File: src/hdl/bilinear_field_sampler_top_defines.svh
// ----------------------------------------------------------------------------
// Bilinear field sampler assertion macros
// Shared concurrent assertion forms, clocked on clk and disabled in reset.
// ----------------------------------------------------------------------------
`ifndef BILINEAR_FIELD_SAMPLER_TOP_DEFINES_SVH
`define BILINEAR_FIELD_SAMPLER_TOP_DEFINES_SVH

// Same-cycle implication.
`define BFS_ASSERT_IMPL(name, ante, cons, msg) \
    name: assert property (@(posedge clk) disable iff (!rst_n) (ante) |-> (cons)) \
        else $error(msg);

// Next-cycle implication.
`define BFS_ASSERT_NEXT(name, ante, cons, msg) \
    name: assert property (@(posedge clk) disable iff (!rst_n) (ante) |=> (cons)) \
        else $error(msg);

`endif

File: src/hdl/bfs_pkg.sv
// ----------------------------------------------------------------------------
// Bilinear field sampler package
// Field widths, defaults and shared types.
// ----------------------------------------------------------------------------
package bfs_pkg;

    localparam int FIELD_COUNT_DEF = 4;
    localparam int GRID_SIDE_DEF   = 32;

    localparam int FIELD_W = 2;
    localparam int ADDR_W  = 10;
    localparam int VALUE_W = 16;
    localparam int COORD_W = 32;
    localparam int FRAC_W  = 16;

    typedef enum logic {
        OP_WRITE  = 1'b0,
        OP_SAMPLE = 1'b1
    } op_t;

    typedef struct packed {
        logic valid;
        op_t  op;
    } stage_ctl_t;

endpackage

File: src/hdl/bfs_out_if.sv
// ----------------------------------------------------------------------------
// Result channel
// Blended sample values with a valid/ready handshake.
// ----------------------------------------------------------------------------
interface bfs_out_if;
    import bfs_pkg::*;

    logic               valid;
    logic               ready;
    logic [VALUE_W-1:0] sample_value;

    modport source (
        output valid, sample_value,
        input  ready
    );

    modport sink (
        input  valid, sample_value,
        output ready
    );

endinterface

File: src/hdl/bfs_blend.sv
// ----------------------------------------------------------------------------
// Blend pipeline
// Weights the four neighbours in two rounded passes and sums with saturation.
// ----------------------------------------------------------------------------
module bfs_blend (
    input  logic                          clk,
    input  logic                          rst_n,
    input  logic                          valid,
    output logic                          up_ready,
    input  logic [bfs_pkg::VALUE_W-1:0]   s00,
    input  logic [bfs_pkg::VALUE_W-1:0]   s01,
    input  logic [bfs_pkg::VALUE_W-1:0]   s10,
    input  logic [bfs_pkg::VALUE_W-1:0]   s11,
    input  logic [bfs_pkg::FRAC_W-1:0]    wcx,
    input  logic [bfs_pkg::FRAC_W-1:0]    wcy,
    bfs_out_if.source                     rsp
);
    import bfs_pkg::*;

    localparam int W_W   = FRAC_W + 1;
    localparam int MP_W  = VALUE_W + W_W;
    localparam int SUM_W = VALUE_W + 2;
    localparam logic [W_W-1:0]   ONE      = W_W'(1 << FRAC_W);
    localparam logic [MP_W-1:0]  HALF     = MP_W'(1 << (FRAC_W - 1));
    localparam logic [SUM_W-1:0] SAT_LIM  = SUM_W'((1 << VALUE_W) - 1);

    function automatic logic [VALUE_W-1:0] mul_round(input logic [VALUE_W-1:0] a,
                                                     input logic [W_W-1:0] w);
        logic [MP_W-1:0] p;
        p = MP_W'(a) * MP_W'(w) + HALF;
        return p[FRAC_W+VALUE_W-1:FRAC_W];
    endfunction

    logic en1, en2, en3;
    logic v1_reg, v2_reg, v3_reg;

    logic [W_W-1:0]     wcy_e, wfy, wcx1_e, wfx1;
    logic [VALUE_W-1:0] t00_reg, t10_reg, t01_reg, t11_reg;
    logic [FRAC_W-1:0]  wcx1_reg;
    logic [VALUE_W-1:0] u00_reg, u10_reg, u01_reg, u11_reg;
    logic [SUM_W-1:0]   sum_next;
    logic [VALUE_W-1:0] out_reg;

    assign en3      = !v3_reg || rsp.ready;
    assign en2      = !v2_reg || en3;
    assign en1      = !v1_reg || en2;
    assign up_ready = en1;

    assign wcy_e  = W_W'(wcy);
    assign wfy    = ONE - wcy_e;
    assign wcx1_e = W_W'(wcx1_reg);
    assign wfx1   = ONE - wcx1_e;

    assign sum_next = SUM_W'(u00_reg) + SUM_W'(u10_reg) + SUM_W'(u01_reg) + SUM_W'(u11_reg);

    always_ff @(posedge clk or negedge rst_n)
    begin
        if (!rst_n) begin
            v1_reg <= 1'b0;
            v2_reg <= 1'b0;
            v3_reg <= 1'b0;
        end else begin
            if (en1) v1_reg <= valid;
            if (en2) v2_reg <= v1_reg;
            if (en3) v3_reg <= v2_reg;
        end
    end

    always_ff @(posedge clk)
    begin
        if (en1) begin
            t00_reg  <= mul_round(s00, wfy);
            t10_reg  <= mul_round(s10, wfy);
            t01_reg  <= mul_round(s01, wcy_e);
            t11_reg  <= mul_round(s11, wcy_e);
            wcx1_reg <= wcx;
        end
        if (en2) begin
            u00_reg <= mul_round(t00_reg, wfx1);
            u10_reg <= mul_round(t10_reg, wcx1_e);
            u01_reg <= mul_round(t01_reg, wfx1);
            u11_reg <= mul_round(t11_reg, wcx1_e);
        end
        if (en3) begin
            out_reg <= (sum_next > SAT_LIM) ? SAT_LIM[VALUE_W-1:0] : sum_next[VALUE_W-1:0];
        end
    end

    assign rsp.valid        = v3_reg;
    assign rsp.sample_value = out_reg;

endmodule

File: src/flat_wrapper.sv
// flat-port wrapper written by rule: the top's interface ports become plain ports
module bfs_blend_flat import bfs_pkg::*;
  (clk, rst_n, valid, up_ready, s00, s01, s10, s11, wcx, wcy, rsp_valid, rsp_sample_value, rsp_ready);
  bfs_out_if rsp_i ();
  input  logic clk;
  input  logic rst_n;
  input  logic valid;
  output logic up_ready;
  input  logic [bfs_pkg::VALUE_W-1:0] s00;
  input  logic [bfs_pkg::VALUE_W-1:0] s01;
  input  logic [bfs_pkg::VALUE_W-1:0] s10;
  input  logic [bfs_pkg::VALUE_W-1:0] s11;
  input  logic [bfs_pkg::FRAC_W-1:0] wcx;
  input  logic [bfs_pkg::FRAC_W-1:0] wcy;
  output wire logic [$bits(rsp_i.valid)-1:0] rsp_valid;
  output wire logic [$bits(rsp_i.sample_value)-1:0] rsp_sample_value;
  input wire logic [$bits(rsp_i.ready)-1:0] rsp_ready;
  assign rsp_valid = rsp_i.valid;
  assign rsp_sample_value = rsp_i.sample_value;
  assign rsp_i.ready = rsp_ready;
  bfs_blend u_core (.clk(clk), .rst_n(rst_n), .valid(valid), .up_ready(up_ready), .s00(s00), .s01(s01), .s10(s10), .s11(s11), .wcx(wcx), .wcy(wcy), .rsp(rsp_i));
endmodule
File: config.mk
export PLATFORM = sky130hd
export DESIGN_NAME = bfs_blend_flat
export DESIGN_NICKNAME = d
export VERILOG_FILES = /design/src/hdl/bilinear_field_sampler_top_defines.svh /design/src/hdl/bfs_pkg.sv /design/src/hdl/bfs_out_if.sv /design/src/hdl/bfs_blend.sv /design/src/flat_wrapper.sv
export SDC_FILE = /design/constraint.sdc
export NUM_CORES = 2
export LEC_CHECK = 0
export BUFFER_PORTS_ARGS = -buffer_cell sky130_fd_sc_hd__buf_2
export CAP_MARGIN = 20
export CELL_PAD_IN_SITES_DETAIL_PLACEMENT = 0
export CELL_PAD_IN_SITES_GLOBAL_PLACEMENT = 2
export CORE_MARGIN = 5
export CORE_UTILIZATION = 46
export DETAILED_ROUTE_END_ITERATION = 10
export MAX_ROUTING_LAYER = met4
export PLACE_DENSITY_LB_ADDON = 0.1
export SYNTH_ARGS = -nofsm -noshare
export SYNTH_HDL_FRONTEND = slang
export SYNTH_SLANG_ARGS = --single-unit
File: constraint.sdc
create_clock -name clk -period 17.4 [get_ports clk]
set_clock_uncertainty 0.15 [all_clocks]
set_input_delay 0.87 -clock clk [delete_from_list [all_inputs] [get_ports clk]]
set_output_delay 0.87 -clock clk [all_outputs]
set_load 0.005 [all_outputs]
* Yosys cells after proc, flatten, opt, wreduce, memory -nomap -nowiden
Cells that the tools add are included.
** Storage, ports and cells
- Word-level logic and storage cells :: 41
- Register bits after elaboration :: 163
- Output and inout port bits :: 18
- Bits of input ports :: 100
** Operators by class
- Add/sub/neg operators :: 13
- Multiply operators :: 8
- $lt $le $gt $ge :: 1
- Reductions and logical operators :: 6
** Operator list (number)
- $add 32x16->32 const B :: 8
- $mul 16x16->32 :: 4
- $mul 16x17->32 :: 4
- $add 18x16->18 :: 2
- $sub 17x16->17 const A :: 2
- $gt 18x16->1 const B :: 1
- $add 16x16->17 :: 1
- $logic_not 1->1 :: 3
- $logic_or 1x1->1 :: 3

* Depth between registers and ports, before layout
- Word-level depth :: 4
- Gate-level depth with buffers :: 32
- Depth with buffers taken out :: 30

* Least setup slack after synthesis
OpenSTA, ideal clock, no wires.
- Kind :: input port to flip-flop
- From :: in wcy[0] in the netlist's numbering
- To :: reg u_core.t10_reg[15], data pin
- Arrival :: 7.877 ns
- Setup slack :: 9.109 ns
- Stages on the path :: 30
- Buffers on the path :: 2
- Setup time :: 0.264 ns
- Cells stage by stage :: buf_2 -> inv_1 -> ha_1 -> nand2_1 -> nor3_1 -> nand2b_1 -> nand2b_1 -> nor4_1 -> xnor2_1 -> clkbuf_1 -> nand2_1 -> fa_1 -> fa_1 -> fa_1 -> inv_1 -> fa_1 -> fa_1 -> inv_1 -> fa_1 -> inv_1 -> ha_1 -> a21oi_1 -> nand2_1 -> nor4_1 -> a211oi_1 -> o311a_1 -> and4_1 -> o21a_1 -> o41ai_2 -> xnor2_1
** Between the ends
- Word-level cells in the longest chain between the ends :: 3
** RTL lines
- start, declared :: line flat_wrapper.sv:14 : input logic [bfs_pkg::FRAC_W-1:0] wcy;
- $sub 17x16->17 :: line bfs_blend.sv:50 : assign wfy = ONE - wcy_e;
- $mul 16x17->32 :: line bfs_blend.sv:30 : p = MP_W'(a) * MP_W'(w) + HALF;
- $add 32x16->32 :: line bfs_blend.sv:30
- end signal, assigned :: line bfs_blend.sv:73 : t10_reg <= mul_round(s10, wfy);
- end, declared :: line bfs_blend.sv:38 : logic [VALUE_W-1:0] t00_reg, t10_reg, t01_reg, t11_reg;
No other way between the ends.
A chain may end at the register's enable or synchronous reset.

* Final worst setup path
- From :: reg u_core.wcx1_reg[4]
- To :: reg u_core.u01_reg[8], data pin
** Between the ends
- Word-level cells in the longest chain between the ends :: 3
** RTL lines
- start, declared :: line bfs_blend.sv:39 : logic [FRAC_W-1:0] wcx1_reg;
- start signal, assigned :: line bfs_blend.sv:76 : wcx1_reg <= wcx;
- $sub 17x16->17 :: line bfs_blend.sv:52 : assign wfx1 = ONE - wcx1_e;
- $mul 16x17->32 :: line bfs_blend.sv:30
- $add 32x16->32 :: line bfs_blend.sv:30
- end signal, assigned :: line bfs_blend.sv:81 : u01_reg <= mul_round(t01_reg, wfx1);
- end, declared :: line bfs_blend.sv:40 : logic [VALUE_W-1:0] u00_reg, u10_reg, u01_reg, u11_reg;
No other way between the ends.

==> flow_summary.json <==
{
  "yosys_warnings": 0,
  "via_count": 52200,
  "cts.htree.levels": 4,
  "min_period_ps": 9290,
  "regArea_um2": 4880,
  "hold_viol": 0,
  "synthXorXnorAreaFrac_pct": 2.08,
  "start_util_pct": 46.3,
  "synth-edff-count": 160,
  "n_fill_cell": 15800,
  "die_h_um": 412,
  "hp-class": "register to register",
  "r2r_cells": 29,
  "clock-sinks": 163,
  "globalRouteMet1Util_pct": 35.1,
  "cts_buffers": 17,
  "yosys_most_used_dff": "edfxtp_1",
  "grt_pass1_wl_mm": 325,
  "wire_per_inst_um": 19.4,
  "wl_mm": 199,
  "multiInputGateArea_um2": 60600,
  "synth_top_area_share_pct": 43.4,
  "dp_hpwl_mm": 149,
  "max_stage_delay_ps": 570,
  "hold_path_end": "u_core.v2_reg$_DFFE_PN0P_",
  "rsz0062_at_grt": "false",
  "synth_top_family_by_area": "adder cells",
  "gp_congestion": 0.829,
  "tightestPinTransition_ps": 1090,
  "cts_tree": "done",
  "final_layout_size_suffix_gt1_share_pct": 3.57,
  "grt_pass1_vias": 57500,
  "end_kind": "register",
  "route.detailed.drc": 0,
  "path_class": "register to register",
  "outcome": "completed",
  "max_cap_viol_count": 0,
  "first_iter_violations": 2656,
  "slew_violations": 0,
  "overflow": 0,
  "area_growth_pct": 4.55,
  "synth.largest_area_cell": "fa_1",
  "dieWidth_um": 412,
  "dieArea_um2": 170000,
  "post_cts_resized": 0,
  "async_flop_share_pct": 1.84,
  "r2r_end": "u_core.u01_reg[8]$_DFFE_PP_",
  "holdPathStages": 1,
  "synth.distinct_cells": 78,
  "synth_compound_area_share_pct": 3.46,
  "cts.clk_slew.worst_paths_ps": 80,
  "startpoint_type": "register",
  "final_nets": 10700,
  "grt_usage_pct": 25.2,
  "synth_seq_area_share_pct": 6.56,
  "met3_usage_pct": 2.20,
  "finalSetupViolCount": 0,
  "synth_seq_cells": 163,
  "slowest_stage": "a41oi_1",
  "rrSetupSlack_ps": 8110,
  "timing.rr.start": "u_core.wcx1_reg[4]$_DFFE_PP_",
  "root_buffer": "clkbuf_16",
  "hp-start": "u_core.v1_reg$_DFFE_PN0P_",
  "use_met2_pct": 41.2,
  "fp-row-count": 147,
  "crit_required_ps": 17520,
  "yosys.area_share.simple_pct": 16.5,
  "netlist_instances": 8207,
  "clk_path_buf_depth": 2,
  "grt_busiest_layer": "met2",
  "netlist_top_cells_area": "fa_1, ha_1, inv_1, and2_1, edfxtp_1",
  "core-area_um2": 161000,
  "finalCritPeriodShare_pct": 53.4,
  "yosys.area_share.adder_pct": 59.0,
  "io_pins": 118,
  "clk_latency_ps": 530,
  "synthMuxAreaShare_pct": 0,
  "io_buffers": 117,
  "avgSynthCellArea_um2": 9.07,
  "first_pass_iters": 5,
  "antenna_left": 0,
  "grt_start_max_net_pins": 66,
  "final_cell_mix": "inv_1, fa_1, nand2_1",
  "fin_tns_setup_ps": 0,
  "arrival_ps": 9410,
  "timing.fmax_mhz": 108,
  "grt_antenna_before_repair": 12,
  "max-slew-margin-rel_pct": 27.1,
  "critPathMaxFanout": 34,
  "final_common_cell": "inv_1",
  "cp_common_cell": "fa_1",
  "postSynthNetCount": 10900,
  "vias_per_cell": 5.10,
  "syn-cell-area_um2": 74400
}
Yosys cell counts (6+ instances only):
master and n:
a2111oi_0 7, a211o_1 6, a211oi_1 21, a21o_1 45, a21oi_1 90, a31oi_1 11, a41oi_1 7, and2_1 959
and3_1 8, buf_1 17, clkbuf_1 349, edfxtp_1 160, fa_1 1614, ha_1 930, inv_1 2068, nand2_1 1208
nand2b_1 25, nand3_1 45, nand4_1 25, nor2_1 126, nor2b_1 16, nor3_1 60, nor4_1 13, o211ai_1 9
o21a_1 43, o21ai_0 60, o21bai_1 12, or2_2 6, xnor2_1 125, xor2_1 50
worst max path at each step:
stage,cells after the start,endpoint,from
after floorplan,30,u_core.t10_reg[15]$_DFFE_PP_,wcy[0]
after global placement,31,u_core.t10_reg[15]$_DFFE_PP_,wcy[1]
after detailed placement,31,u_core.t10_reg[15]$_DFFE_PP_,wcy[1]
after CTS,29,u_core.u01_reg[8]$_DFFE_PP_,u_core.wcx1_reg[4]$_DFFE_PP_
after global routing,28,u_core.u01_reg[13]$_DFFE_PP_,u_core.wcx1_reg[4]$_DFFE_PP_
final,29,u_core.u01_reg[8]$_DFFE_PP_,u_core.wcx1_reg[4]$_DFFE_PP_
cell families after synthesis:
kind of cell    after synthesis
compound gates              372
xor+xnor                    176
fa+ha+maj                  2544
buf+inv                    2439
flops                       163
simple gates               2513
worst max-delay path: cells and delay by family (launching register included):
family | cells | cell delay (ps)
AOI/OAI and AO/OA | 5 | 1660
xor gates and xnor gates | 2 | 160
adders and majority gates | 7 | 3350
buffers and inverters | 6 | 800
DFF | 1 | 380
and+or+nand+nor | 9 | 2500
routing by layer:
layer  vias up  part of all wire (%)
met5         -                     0
met4         0                   1.4
met3       131                   3.9
met2      1049                    48
met1     27200                    47
li1      23800                     -
metrics by stage:
| stage | instances | area, um^2 | utilization, % | hold slack, ps | setup slack [ps] |
|---|---|---|---|---|---|
| after floorplan | 8207 | 74400 | - | 285 | 9110 |
| after global placement | 10200 | 77200 | 48.0 | 299 | 7870 |
| after detailed placement | 10200 | 77200 | 48.0 | 307 | 7870 |
| after CTS | 10200 | 77800 | 48.4 | 325 | 8060 |
| after global routing | 10200 | 77800 | 48.4 | 337 | 7510 |
| final | 10200 | 77800 | 48.4 | 336 | 8110 |
cell type report:
type | instances | area share [%]
multi-input cells | 5605 | 77.9
inverters | 2068 | 9.98
flip-flops and latches | 163 | 6.27
well taps | 2160 | 3.47
repair buffers | 206 | 1.61
clock buffers | 17 | 0.547
clock inverters | 15 | 0.232
diodes | 4 | 0.0129
timing repair:
action / in CTS / in global routing
hold buffers: 1 / 0
endpoints found under the hold margin: 3 / 0
setup buffers: 0 / 0
Power is left out: the tool's default activity adds up to more than one toggle a clock period on the data nets, which glitch-free logic cannot reach.
